--- config.mk ---
export PLATFORM = sky130hd
export DESIGN_NAME = padt_ram
export DESIGN_NICKNAME = d
export VERILOG_FILES = /design/src/padt_ram.sv
export SDC_FILE = /design/constraint.sdc
export NUM_CORES = 1
export LEC_CHECK = 0
export BUFFER_PORTS_ARGS = -buffer_cell sky130_fd_sc_hd__buf_2
export CORE_UTILIZATION = 40
export DETAILED_ROUTE_END_ITERATION = 16
export PLACE_DENSITY_LB_ADDON = 0.3
export SKIP_CTS_REPAIR_TIMING = 1
export SYNTH_ARGS = -nofsm -noshare
export SYNTH_HDL_FRONTEND = slang
export SYNTH_SLANG_ARGS = --single-unit
--- constraint.sdc ---
create_clock -name clk -period 1.9 [get_ports clk]
set_clock_uncertainty 0.1 [all_clocks]
set_input_delay 0 -clock clk [delete_from_list [all_inputs] [get_ports clk]]
set_output_delay 0 -clock clk [all_outputs]
set_load 0.02 [all_outputs]
--- src/padt_ram.sv ---
// Generic single-write, single-read RAM with registered read data.
// No dependencies.
module padt_ram #(
    parameter int WIDTH = 8,
    parameter int DEPTH = 64,
    localparam int AW = (DEPTH > 1) ? $clog2(DEPTH) : 1
) (
    input  logic             clk,
    input  logic             we,
    input  logic [AW-1:0]    waddr,
    input  logic [WIDTH-1:0] wdata,
    input  logic [AW-1:0]    raddr,
    output logic [WIDTH-1:0] rdata
);

    logic [WIDTH-1:0] mem [DEPTH];
    logic [WIDTH-1:0] rdata_reg;

    // Write port and registered read port
    always_ff @(posedge clk)
    begin
        if (we)
        begin
            mem[waddr] <= wdata;
        end
        rdata_reg <= mem[raddr];
    end

    assign rdata = rdata_reg;

endmodule

==> metrics.yaml, run 1 <==
critical_path:
  critPathMaxStageDelay_ns: 0.50
  critical_path_class: "register to register"
  cp.arrival_ns: 2.34
  worstPathCellList: "mux4_2, mux4_2, nor2_1, nor3_1, o2bb2ai_1"
  end_kind: "register"
  cp_max_fo: 1
  cp.depth: 5
  worstPathRequired_ns: 2.29
  crit_top_cell: "mux4_2"
  worstPathBufferInverterCount: 0
  cp-start-kind: "register"
  slowest_stage: "mux4_2"
  crit_family: "multiplexers"
  reg2reg_depth: 5
  ff2ff_setup_slack_ns: -0.05
power:
  swShare_pct: 21.0
  power.total_mw: 24.4
  p_comb_share_pct: 5.7
  p_per_area_mw_per_mm2: 1010
  clock_power_share_pct: 42.1
  leakage_nw: 7.81
  switching_power_mw: 5.13
  pwr-share-seq_pct: 52.2
  p_int_mw: 19.3
  peakVddDrop_v: 0.000649
grt:
  overflow: 0
  grt_max_degree: 65
  grt_pass1_vias: 10300
  grt_pass1_wl_um: 69000
  antenna_found_initial: 2
  globalRouteTotalUtil_pct: 18.9
detailed_routing:
  vias_per_cell: 5.44
  ant_nets: 0
  num_vias: 9989
  drc: 0
  dr.pass1.iters: 5
  wl_um: 46400
  wl_per_cell_um: 25.3
  drt_iter0_drc: 964
clock_network:
  cts_sinks: 520
  cts_root_buf: "clkbuf_16"
  clk_latency_ns: 0.60
  numCtsBuffers: 52
  clk_pin_slew_worst_paths_ns: 0.06
  cts_tree: "yes"
  clockBufferDepth: 3
  htreeDepth: 2
sta:
  final.setup.tns_ns: -0.119
  worst_slew_pin_slew_ns: 0.757
  worst_slack_ns: -0.0462
  maxSlewHeadroom_pct: 49.6
  finalCritPeriodShare_pct: 102
  fin_crit_ns: 1.95
  slew_violations: 0
  final-setup-viol-count: 4
  fmax_mhz: 514
  hold_viol: 7
  grt_setup_unrepaired: "yes"
  holdWs_ns: -0.245
die:
  die_area_mm2: 0.0513
  ioPinCount: 30
  rows: 81
  die_h_um: 227
  die_w_um: 227
  core_mm2: 0.0494
  start_util_pct: 40.9
layout:
  largest_reg_flops: 512
  diodes: 0
  syn2layout_area_growth_pct: 19.6
  multiInputGateArea_mm2: 0.00444
  regArea_mm2: 0.0155
  fillers: 4008
  drive_gt1_share_pct: 34.9
  fin_nets: 1152
status:
  violations: "negative hold slack, negative setup slack"
  status: "finished with violations"
job:
  maxCapViolations: 0
worst_hold_path:
  holdPathStages: 3
  min_path_type: "input port to register"
logic_synthesis:
  synth_ff_type: "edfxtp_1"
  seq_area_frac_synth_pct: 77.0
  synth_cells: 940
  synth_warnings: 0
  synth.distinct_cells: 40
  syn_area_mm2: 0.0202
  synth_async_sr_flop_share_pct: 0
  ys_ff_latch: 520
  synth_edf_count: 512
  syn_area_per_cell_um2: 21.5
  syn_nets: 962
place:
  hpwl_um: 29300
  io_buffers: 29
  gp_congestion: 0.799
  place_ws_ns: -0.516
-- worst paths after layout --
check,startpoint,endpoint
max,mem[3][2]$_DFFE_PP_,rdata[2]$_DFF_P_
min reg2reg,mem[18][0]$_DFFE_PP_,rdata[0]$_DFF_P_
max reg2reg,mem[3][2]$_DFFE_PP_,rdata[2]$_DFF_P_
min,raddr[5],rdata[1]$_DFF_P_
-- synth_stat cells (all sizes together), types with 3 or more instances --
cell type	count	area [um^2]
mux2i	23	230
o2111ai	3	26.3
nand2b	7	43.8
clkbuf	17	63.8
o22ai	8	50.1
nor2b	14	87.6
a211oi	4	30.0
mux2	13	146
o21ai	4	20.0
a22oi	3	22.5
o221ai	8	70.1
edfxtp	512	15400
nor2	83	312
a21oi	3	15.0
buf	34	253
nand2	19	71.3
o2bb2ai	3	26.3
a221oi	6	52.6
nor3	7	35.0
nand3b	3	22.5
dfxtp	8	160
nand3	13	65.1
mux4	126	2840
-- power by group through the flow --
stage,Sequential (mW),Combinational [mW],Clock (mW)
after floorplan,13.0,0.677,0
after CTS,12.7,1.37,10.5
after global routing,12.7,1.49,10.9
after global placement,13.0,1.34,0
after detailed placement,13.0,1.36,0
final,12.7,1.40,10.3
-- cell usage in the layout (no fill, tap or decap), drive strengths merged, types with 6 or more instances in the layout --
cell type      n
edfxtp       512
buf          175
mux4         126
nor2          83
clkbuf        66
mux2i         23
clkinv        20
nand2         19
nor2b         14
nand3         13
mux2          13
dlygate4sd3   11
o221ai         8
o22ai          8
dfxtp          8
nand2b         7
nor3           7
bufinv         6
a221oi         6
-- metrics by stage --
step | cell area, um^2 | utilization, % | std cells
after global placement | 22200 | 44.9 | 1729
after global routing | 24100 | 48.9 | 1837
after floorplan | 20200 | - | 940
after CTS | 23900 | 48.4 | 1826
after detailed placement | 22200 | 44.9 | 1729
final | 24100 | 48.9 | 1837
-- worst min-delay path, cell delays in order --
cell	delay, ns
buf_2	0.22
nand2_1	0.11
o2bb2ai_1	0.06
-- per-layer routing --
metal | vias up | routed length (um) | global-route usage (%)
met3 | 87 | 2610 | 3.81
met2 | 289 | 22600 | 30.2
li1 | 4314 | - | -
met1 | 5295 | 19700 | 25.7
met4 | 4 | 1430 | 7.11
met5 | - | 26 | 0
-- cell families (layout without fill, tap and decap cells) --
kind of cell / Yosys count / count (layout) / synth area share, %
compound gates: 54 / 54 / 2.07
mux: 162 / 162 / 15.9
flops: 520 / 520 / 77.0
buf+inv: 51 / 284 / 1.57
simple gates: 153 / 153 / 3.39
-- cell type report --
cell class,count,area share [%]
Timing Repair Buffer,187,6.63
Multi-Input combinational cell,369,18.4
Clock inverter,32,1.34
Tap cell,664,3.45
Sequential cell,520,64.4
Clock buffer,65,5.77
No activity file was read; power rests on OpenSTA's default activity.
==> run 2: changes to the inputs <==
--- a/config.mk
+++ b/config.mk
@@ -10,6 +10,7 @@
 export DETAILED_ROUTE_END_ITERATION = 16
 export PLACE_DENSITY_LB_ADDON = 0.3
 export SKIP_CTS_REPAIR_TIMING = 1
+export SKIP_LAST_GASP = 1
 export SYNTH_ARGS = -nofsm -noshare
 export SYNTH_HDL_FRONTEND = slang
 export SYNTH_SLANG_ARGS = --single-unit
==> run 2 against run 1 <==
Effect of this change: the run still ends with negative hold slack, negative setup slack left; via count down 0.42%; first-iteration DRC count up 0.73%; global-route usage unchanged; cell area about the same; clock power about the same; critical path depth unchanged; critical path type unchanged; critical endpoint is now rdata[6]$_DFF_P_.
==> metrics.yaml, run 2 (same netlist as run 1, synthesis figures left out) <==
critical_path:
  cp-start-kind: "register"
  critical_path_class: "register to register"
  critPathMaxStageDelay_ns: 0.48  # -0.02 ns
  worstPathCellList: "mux4_2, mux2_4, o221a_2, nor3_4, o32ai_1"
  slowest_stage: "mux4_2"
  worstPathRequired_ns: 2.26  # -0.03 ns
  cp.arrival_ns: 2.30  # -0.04 ns
  cp_max_fo: 1  # unchanged
  end_kind: "register"
clock_network:
  numCtsBuffers: 52  # unchanged
  clockBufferDepth: 3  # unchanged
  cts_tree: "yes"
  clk_latency_ns: 0.60  # about the same
  htreeDepth: 2  # unchanged
  clk_pin_slew_worst_paths_ns: 0.06  # about the same
  cts_root_buf: "clkbuf_16"
  cts_sinks: 520  # unchanged
die:
  die_w_um: 227  # unchanged
  die_h_um: 227  # unchanged
  core_mm2: 0.0494  # unchanged
  start_util_pct: 40.9  # unchanged
  rows: 81  # unchanged
  ioPinCount: 30  # unchanged
  die_area_mm2: 0.0513  # unchanged
grt:
  grt_pass1_wl_um: 69000  # unchanged
  antenna_found_initial: 2  # unchanged
  overflow: 0  # unchanged
  globalRouteTotalUtil_pct: 18.9  # unchanged
  grt_max_degree: 65  # unchanged
  grt_pass1_vias: 10300  # unchanged
power:
  p_int_mw: 19.3  # about the same
  pwr-share-seq_pct: 52.2  # about the same
  power.total_mw: 24.4  # about the same
  switching_power_mw: 5.13  # about the same
  leakage_nw: 7.81  # about the same
  p_comb_share_pct: 5.7  # about the same
  peakVddDrop_v: 0.000647  # -0.20%
  clock_power_share_pct: 42.1  # about the same
  swShare_pct: 21.0  # about the same
  p_per_area_mw_per_mm2: 1010  # about the same
detailed_routing:
  vias_per_cell: 5.41  # -0.42%
  drc: 0  # unchanged
  wl_um: 46500  # about the same
  drt_iter0_drc: 971  # +0.73%
  num_vias: 9947  # -0.42%
  dr.pass1.iters: 5  # unchanged
  ant_nets: 0  # unchanged
  wl_per_cell_um: 25.3  # about the same
sta:
  final-setup-viol-count: 5  # +1
  worst_slew_pin_slew_ns: 0.754  # -0.00319 ns
  worst_slack_ns: -0.0402  # +0.00601 ns
  final.setup.tns_ns: -0.112  # +0.00708 ns
  fin_crit_ns: 1.94  # -0.00601 ns
  maxSlewHeadroom_pct: 49.8  # +0.21 points
  holdWs_ns: -0.250  # -0.00422 ns
  grt_setup_unrepaired: "yes"
  slew_violations: 0  # unchanged
  hold_viol: 7  # unchanged
  finalCritPeriodShare_pct: 102  # -0.32 points
  fmax_mhz: 515  # +0.31%
layout:
  final_common_cell: "edfxtp_1"
  syn2layout_area_growth_pct: 19.6  # about the same
  fillers: 4010  # +0.050%
  final_cell_mix: "edfxtp_1, buf_4, mux4_2"
  diodes: 0  # unchanged
  largest_reg_flops: 512  # unchanged
  drive_gt1_share_pct: 34.9  # unchanged
  fin_nets: 1152  # unchanged
place:
  io_buffers: 29  # unchanged
  hpwl_um: 29300  # unchanged
  place_ws_ns: -0.516  # unchanged
  gp_congestion: 0.799  # unchanged
job:
  maxCapViolations: 0  # unchanged
worst_hold_path:
  min_path_type: "input port to register"
status:
  violations: "negative hold slack, negative setup slack"
  status: "finished with violations"
[run 2: cell counts in the layout (fill, tap and decap cells not counted)]
No cell type changed its count.
[run 2: metal layers]
| metal | global-route usage [%] | share of wire, % | vias up | routed length [um] |
|---|---|---|---|---|
| li1 | - | - | 4314 | - |
| met3 | 3.81 | 6.0 | 87 | 2770 |
| met1 | 25.7 | 42 | 5243 | 19600 |
| met5 | 0 | 0.056 | - | 26 |
| met2 | 30.2 | 49 | 299 | 22700 |
| met4 | 7.11 | 3.1 | 4 | 1460 |
[run 2: per-stage QoR]
stage	hold slack, ns	instance area (um^2)	instances	util, %
2_1_floorplan	-0.00113	20200	940	-
3_3_place_gp	0.323	22200	1729	44.9
3_5_place_dp	0.334	22200	1729	44.9
4_1_cts	-0.304	23900	1826	48.4
5_1_grt	-0.253	24100	1837	48.9
6_report	-0.250	24100	1837	48.9
[run 2: power by group through the flow]
stage / clock (mW) / combinational, mW / sequential [mW]
final: 10.3 / 1.40 / 12.7
after global routing: 10.9 / 1.49 / 12.7
after CTS: 10.5 / 1.37 / 12.7
after detailed placement: 0 / 1.36 / 13.0
after global placement: 0 / 1.34 / 13.0
after floorplan: 0 / 0.677 / 13.0
[run 2: path summary, 6_finish.rpt]
path,cells past startpoint,slack [ns],start,end
hold reg to reg,4,0.75,mem[18][0]$_DFFE_PP_,rdata[0]$_DFF_P_
hold / removal,3,-0.25,raddr[5],rdata[1]$_DFF_P_
setup reg to reg,5,-0.04,mem[28][6]$_DFFE_PP_,rdata[6]$_DFF_P_
setup / recovery,5,-0.04,mem[28][6]$_DFFE_PP_,rdata[6]$_DFF_P_
[run 2: worst max-delay path, delay by kind of cell (launching register included)]
kind / cells / cell delay, ns
compound gates: 2 / 0.41
flops: 1 / 0.36
mux: 2 / 0.77
simple gates: 1 / 0.17
[run 2: layout make-up]
cell class	instances	area, um^2	share of cell area (%)
multi-input cells	369	4430	18.4
clock inverters	32	323	1.34
well taps	664	831	3.45
clock buffers	65	1390	5.77
flip-flops and latches	520	15500	64.4
repair buffers	187	1600	6.63
