`src/padt_pkg.sv`:
```
// Package for the periodic advertiser table: item, result and entry types,
// operation and status codes. No dependencies.
package padt_pkg;

    // Operation codes carried in mode
    localparam logic [1:0] MODE_QUERY  = 2'd0;
    localparam logic [1:0] MODE_XFER   = 2'd1;
    localparam logic [1:0] MODE_REPORT = 2'd2;
    localparam logic [1:0] MODE_NONE   = 2'd3;

    // Advertising kind that allows sync
    localparam logic [1:0] KIND_NONCONN_EXT = 2'd1;

    // Result status codes
    localparam logic [1:0] STAT_OK      = 2'd0;
    localparam logic [1:0] STAT_INVALID = 2'd1;
    localparam logic [1:0] STAT_FULL    = 2'd2;

    localparam logic [7:0]  SET_ID_UNKNOWN = 8'hFF;
    localparam logic [15:0] RESET_INTERVAL = 16'd80;

    typedef struct packed {
        logic [1:0]  mode;
        logic [47:0] device_address;
        logic [1:0]  adv_kind;
        logic        has_aux_pointer;
        logic [15:0] report_interval;
    } item_t;

    typedef struct packed {
        logic [1:0]  status;
        logic        synced_flag;
        logic        changed;
        logic [15:0] entry_interval;
        logic [7:0]  entry_set_id;
    } result_t;

    typedef struct packed {
        logic [47:0] addr;
        logic        synced;
        logic [15:0] interval;
        logic [7:0]  set_id;
    } entry_t;

    localparam int ENTRY_W = $bits(entry_t);

endpackage

```
`src/padt_seq.sv`:
```
// Sequencer for the advertiser table: walks stored entries through one
// 48-bit address comparator, appends on a miss unless the table is full and writes the entry back.
// Depends on padt_pkg; drives one padt_ram instance held by the top level.
module padt_seq #(
    parameter int TABLE_DEPTH = 64,
    localparam int IDX_W = (TABLE_DEPTH > 1) ? $clog2(TABLE_DEPTH) : 1,
    localparam int CNT_W = $clog2(TABLE_DEPTH + 1)
) (
    input  logic               clk,
    input  logic               rst_n,
    input  logic               start,
    input  padt_pkg::item_t    item,
    input  logic [15:0]        default_interval,
    output logic               busy,
    output logic               done,
    output padt_pkg::result_t  result,
    output logic               ram_we,
    output logic [IDX_W-1:0]   ram_waddr,
    output padt_pkg::entry_t   ram_wdata,
    output logic [IDX_W-1:0]   ram_raddr,
    input  padt_pkg::entry_t   ram_rdata
);

    import padt_pkg::*;

    localparam logic [1:0] ST_IDLE   = 2'd0;
    localparam logic [1:0] ST_SCAN   = 2'd1;
    localparam logic [1:0] ST_UPDATE = 2'd2;

    logic [1:0]       state_reg, state_next;
    item_t            item_reg, item_next;
    logic [CNT_W-1:0] scan_idx_reg, scan_idx_next;
    logic [CNT_W-1:0] chk_idx_reg, chk_idx_next;
    logic             chk_vld_reg, chk_vld_next;
    logic [CNT_W-1:0] count_reg, count_next;
    logic [IDX_W-1:0] slot_reg, slot_next;
    entry_t           ent_reg, ent_next;
    result_t          res_reg, res_next;
    logic             done_reg, done_next;

    logic   match;
    logic   last_chk;
    entry_t upd;
    logic   upd_synced;
    logic   upd_changed;

    // Shared comparator: stored address read last cycle against the key
    assign match    = chk_vld_reg && (ram_rdata.addr == item_reg.device_address);
    assign last_chk = chk_vld_reg && (chk_idx_reg == count_reg - CNT_W'(1));

    // Entry update for the found or appended entry
    always_comb
    begin
        upd         = ent_reg;
        upd_synced  = 1'b0;
        upd_changed = 1'b0;
        case (item_reg.mode)
            MODE_QUERY:
            begin
                upd_synced = (item_reg.adv_kind == KIND_NONCONN_EXT) && ent_reg.synced;
            end
            MODE_XFER:
            begin
                upd.set_id   = 8'd0;
                upd.interval = default_interval;
            end
            MODE_REPORT:
            begin
                if ((item_reg.adv_kind == KIND_NONCONN_EXT) && item_reg.has_aux_pointer
                    && !ent_reg.synced)
                begin
                    upd.synced   = 1'b1;
                    upd.interval = (item_reg.report_interval != 16'd0) ?
                                   item_reg.report_interval : default_interval;
                    upd_changed  = 1'b1;
                end
            end
            default:
            begin
                upd = ent_reg;
            end
        endcase
    end

    // Sequencer
    always_comb
    begin
        state_next    = state_reg;
        item_next     = item_reg;
        scan_idx_next = scan_idx_reg;
        chk_idx_next  = chk_idx_reg;
        chk_vld_next  = 1'b0;
        count_next    = count_reg;
        slot_next     = slot_reg;
        ent_next      = ent_reg;
        res_next      = res_reg;
        done_next     = 1'b0;
        ram_we        = 1'b0;
        case (state_reg)
            ST_IDLE:
            begin
                if (start)
                begin
                    item_next     = item;
                    scan_idx_next = '0;
                    if ((item.mode == MODE_XFER) && (item.adv_kind != KIND_NONCONN_EXT))
                    begin
                        res_next  = '{STAT_INVALID, 1'b0, 1'b0, 16'd0, SET_ID_UNKNOWN};
                        done_next = 1'b1;
                    end
                    else if (item.mode == MODE_NONE)
                    begin
                        res_next  = '{STAT_OK, 1'b0, 1'b0, 16'd0, SET_ID_UNKNOWN};
                        done_next = 1'b1;
                    end
                    else
                    begin
                        state_next = ST_SCAN;
                    end
                end
            end
            ST_SCAN:
            begin
                // issue one read per cycle, compare it the cycle after
                if (scan_idx_reg < count_reg)
                begin
                    scan_idx_next = scan_idx_reg + CNT_W'(1);
                    chk_vld_next  = 1'b1;
                end
                chk_idx_next = scan_idx_reg;
                if (match)
                begin
                    ent_next   = ram_rdata;
                    slot_next  = chk_idx_reg[IDX_W-1:0];
                    state_next = ST_UPDATE;
                end
                else if ((count_reg == '0) || last_chk)
                begin
                    if (count_reg == CNT_W'(TABLE_DEPTH))
                    begin
                        res_next   = '{STAT_FULL, 1'b0, 1'b0, 16'd0, SET_ID_UNKNOWN};
                        done_next  = 1'b1;
                        state_next = ST_IDLE;
                    end
                    else
                    begin
                        ent_next   = '{item_reg.device_address, 1'b0, 16'd0, SET_ID_UNKNOWN};
                        slot_next  = count_reg[IDX_W-1:0];
                        count_next = count_reg + CNT_W'(1);
                        state_next = ST_UPDATE;
                    end
                end
            end
            ST_UPDATE:
            begin
                ram_we     = 1'b1;
                res_next   = '{STAT_OK, upd_synced, upd_changed, upd.interval, upd.set_id};
                done_next  = 1'b1;
                state_next = ST_IDLE;
            end
            default:
            begin
                state_next = ST_IDLE;
            end
        endcase
    end

    // Control registers
    always_ff @(posedge clk or negedge rst_n)
    begin
        if (!rst_n)
        begin
            state_reg   <= ST_IDLE;
            count_reg   <= '0;
            chk_vld_reg <= 1'b0;
            done_reg    <= 1'b0;
        end
        else
        begin
            state_reg   <= state_next;
            count_reg   <= count_next;
            chk_vld_reg <= chk_vld_next;
            done_reg    <= done_next;
        end
    end

    // Payload registers
    always_ff @(posedge clk)
    begin
        item_reg     <= item_next;
        scan_idx_reg <= scan_idx_next;
        chk_idx_reg  <= chk_idx_next;
        slot_reg     <= slot_next;
        ent_reg      <= ent_next;
        res_reg      <= res_next;
    end

    assign busy      = (state_reg != ST_IDLE);
    assign done      = done_reg;
    assign result    = res_reg;
    assign ram_waddr = slot_reg;
    assign ram_wdata = upd;
    assign ram_raddr = scan_idx_reg[IDX_W-1:0];

endmodule
```
`config.mk`:
```
export PLATFORM = sky130hd
export DESIGN_NAME = padt_seq
export DESIGN_NICKNAME = d
export VERILOG_FILES = /design/src/padt_pkg.sv /design/src/padt_seq.sv
export SDC_FILE = /design/constraint.sdc
export NUM_CORES = 1
export LEC_CHECK = 0
export BUFFER_PORTS_ARGS = -buffer_cell sky130_fd_sc_hd__buf_2
export CAP_MARGIN = 20
export CORE_UTILIZATION = 40
export DETAILED_ROUTE_END_ITERATION = 16
export GPL_ROUTABILITY_DRIVEN = 0
export PLACE_DENSITY = 0.77
export RECOVER_POWER = 25
export SLEW_MARGIN = 5
export SYNTH_ARGS = -nofsm -noshare
export SYNTH_HDL_FRONTEND = slang
export SYNTH_SLANG_ARGS = --single-unit
```
`constraint.sdc`:
```
create_clock -name clk -period 11.5 [get_ports clk]
set_input_delay 1.15 -clock clk [delete_from_list [all_inputs] [get_ports clk]]
set_output_delay 1.15 -clock clk [all_outputs]
set_load 0.1 [all_outputs]
```
==> impl_metrics.csv <==
group,metric,value,unit
logic_synthesis,yosysTopAreaCellShare,0.6261,
grt,grt_util_all_layers,0.1764,
clock_tree,worst_skew_pair.late_latency,500,ps
critical_path,critical_path_class,"reg2out",
timing,final.min_clock_period,4335,ps
power_and_ir_drop,total_power,3411,µW
critical_path,worstSetupStartpointType,"register",
final_layout,multi_input_area,0.002395,mm²
clock_tree,post_cts_resized,0,
routing,finalWirelength,20640,µm
timing,fin_crit_sh,0.3769,
routing,drt_first_iter_violations,284,
clock_tree,cts-buffers-inserted,23,
grt,antenna_violations_before_repair,3,
critical_path,crit_path_end_kind,"primary output",
logic_synthesis,post_synthesis_instance_total,700,
final_layout,flow.area_growth_from_synthesis,19.87,%
flow_run,cap_viol_max_count,0,
timing,unrepaired_setup_endpoints_after_global_routing,"false",
floorplanning,fp-row-count,54,
timing,final.setup.tns,0,ps
routing,route.detailed.vias_per_inst,5.001,
logic_synthesis,synth-warning-count,0,
routing,detail_route.first_pass.iterations,4,
timing,timing.final.hold_violations,0,
logic_synthesis,synthesis.area_per_instance,13.02,µm²
timing,timing.clock.skew,10.81,ps
worst_hold_path,min_delay_path_depth,0,
clock_tree,post_cts_hold_buffer_count,0,
critical_path,worstPathMaxFanout,16,
timing,finalSetupViolations,0,
floorplanning,die-width,152.9,µm
power_and_ir_drop,power_leakage,0.004244,µW
timing,fmax,0.2307,GHz
logic_synthesis,synth.top_cells.by_area,"edfxtp_1, buf_4, xor2_1, dfrtp_1, clkbuf_1",
floorplanning,die_area,0.02339,mm²
clock_tree,clock_path_buffers,3,
final_layout,largest_register_ffs,69,
clock_tree,clock_tree.htree_level_count,1,
critical_path,ff2ff_setup_slack,8100,ps
floorplanning,pin_count,277,
timing,max_slew_margin,0.3299,
worst_hold_path,min_from,"item_reg[62]",
final_layout,register_area,0.005981,mm²
floorplanning,initial_core_util,0.4124,
critical_path,cp_data_arrival_time,3180,ps
logic_synthesis,synth_area_leader_cell,"edfxtp_1",
final_layout,count_of_fill_cells_added_during_filler_insertion,1928,
clock_tree,tritoncts,"built",
power_and_ir_drop,power-per-cell-area,312.2,mW/mm²
critical_path,r2r_cells,9,
clock_tree,cts_root_buffer,"clkbuf_16",
floorplanning,placeable_core_area,0.02209,mm²
critical_path,rr_endpoint,"ram_wdata[48]",
timing,hold_slack,436.8,ps
logic_synthesis,yosys_most_used_dff,"edfxtp_1",
clock_tree,cts_setup_buffers,0,
placement,post-place-ws,7289,ps
clock_tree,clock-sinks,201,
grt,via_count_of_the_first_global_routing_pass,5884,
logic_synthesis,most_repeated_cell_in_the_gate_level_netlist_after_synthesis,"edfxtp_1",
critical_path,cp_data_required_time,10350,ps
final_layout,finish.net_count,1059,
logic_synthesis,synth-seq-area-share,0.6563,
logic_synthesis,postSynth.asyncResetShare,0.05473,
routing,remaining_number_of_nets_flagged_by_the_antenna_check_after_routing,0,
grt,grt_start_max_net_pins,72,
worst_hold_path,hold_end,"ram_wdata[68]",
critical_path,crit-reg2reg-launch,"count_reg[0]",
power_and_ir_drop,ir_worst_vdd,170.9,µV
placement,io_buffer_count,276,
logic_synthesis,number_of_synthesized_flops_with_an_enable_pin,190,
logic_synthesis,netlist_cell_types,49,
final_layout,layout-drive-gt1-share,0.3598,
grt,global_route_total_overflow,0,
timing,report.final.slew_viol_count,0,
timing,worst_slew_pin_slew,1005,ps
timing,timing.final.ws_setup,7165,ps
floorplanning,die_h,152.9,µm
placement,final_hpwl_dp,15220,µm
worst_hold_path,hold_path.class,"reg2reg",
logic_synthesis,nets_in_the_synthesized_netlist,878,
grt,first_pass_grt_wire_length,32220,µm
routing,avgRoutedWirePerCell,17.53,µm
routing,num_vias,5886,
logic_synthesis,postSynthRegisterBits,201,
logic_synthesis,yosys-top-cells-count,"edfxtp_1, clkbuf_1, buf_4",
clock_tree,path_clk_slew,60,ps
status,run_status,"complete, no violations",
logic_synthesis,post_synthesis_instance_area,0.009112,mm²
routing,route.detailed.drc,0,
layout make-up:
class / instances / area share
tap: 280 / 0.03207
clock buffer: 27 / 0.05407
multi-input combinational: 354 / 0.2192
timing repair buffer: 282 / 0.1305
sequential: 201 / 0.5475
antenna: 2 / 0.0004582
clock inverter: 12 / 0.009622
inverter: 19 / 0.006529
metrics by stage:
step / instance area, µm² / instances / utilization
after floorplan: 9112 / 700 / -
after detailed placement: 10220 / 1136 / 0.4627
after global placement: 10220 / 1136 / 0.4627
after global routing: 10920 / 1176 / 0.4943
after CTS: 10920 / 1175 / 0.4942
final: 10920 / 1177 / 0.4944
cells by family after synthesis:
group / after synthesis / share of synthesized area
adder cells (fa/ha/maj): 17 / 0.02334
XOR/XNOR: 61 / 0.05863
multiplexers: 2 / 0.003295
AO/OA/AOI/OAI: 96 / 0.06907
flip-flops: 201 / 0.6563
buffers and inverters: 145 / 0.08321
AND/OR/NAND/NOR: 178 / 0.1061
critical path, stage by stage (launching register included):
cell and delay [ps]:
edfxtp_1 380, nor4_1 430, and4_1 650, a21oi_1 160, nand2_1 90, o211ai_1 90
a31oi_1 380, buf_2 500
worst max-delay path by stage:
stage,startpoint,end,slack [ps],depth (start not counted)
2_1_floorplan,ram_rdata[54],ent_reg[0],2820,6
3_5_place_dp,ram_rdata[37],ram_wdata[72],7290,8
3_3_place_gp,ram_rdata[54],ram_wdata[67],7390,8
5_1_grt,item_reg[0],ram_wdata[10],6990,7
6_report,item_reg[0],ram_wdata[10],7170,7
4_1_cts,item_reg[0],ram_wdata[10],7130,7
power by group:
part	internal, µW	total [µW]	switching, µW
clock network	408	693	285
logic	275	1550	1270
registers	1070	1170	103
layout by cell type, fill, tap and decap left out, types with 19 or more instances in the layout:
cell,count
buf_2,275
edfxtp_1,190
nand2_1,48
xor2_1,34
nor2b_1,28
xnor2_1,27
a21oi_1,24
clkbuf_16,23
and2_1,22
nor2_1,21
inv_1,19
metal layers:
metal  part of all wire  global-route usage
met5                  0                   0
met4              0.026             0.05676
met3              0.074             0.04338
met2               0.49              0.3124
met1               0.41              0.2102
No activity file was read; power rests on OpenSTA's default activity.
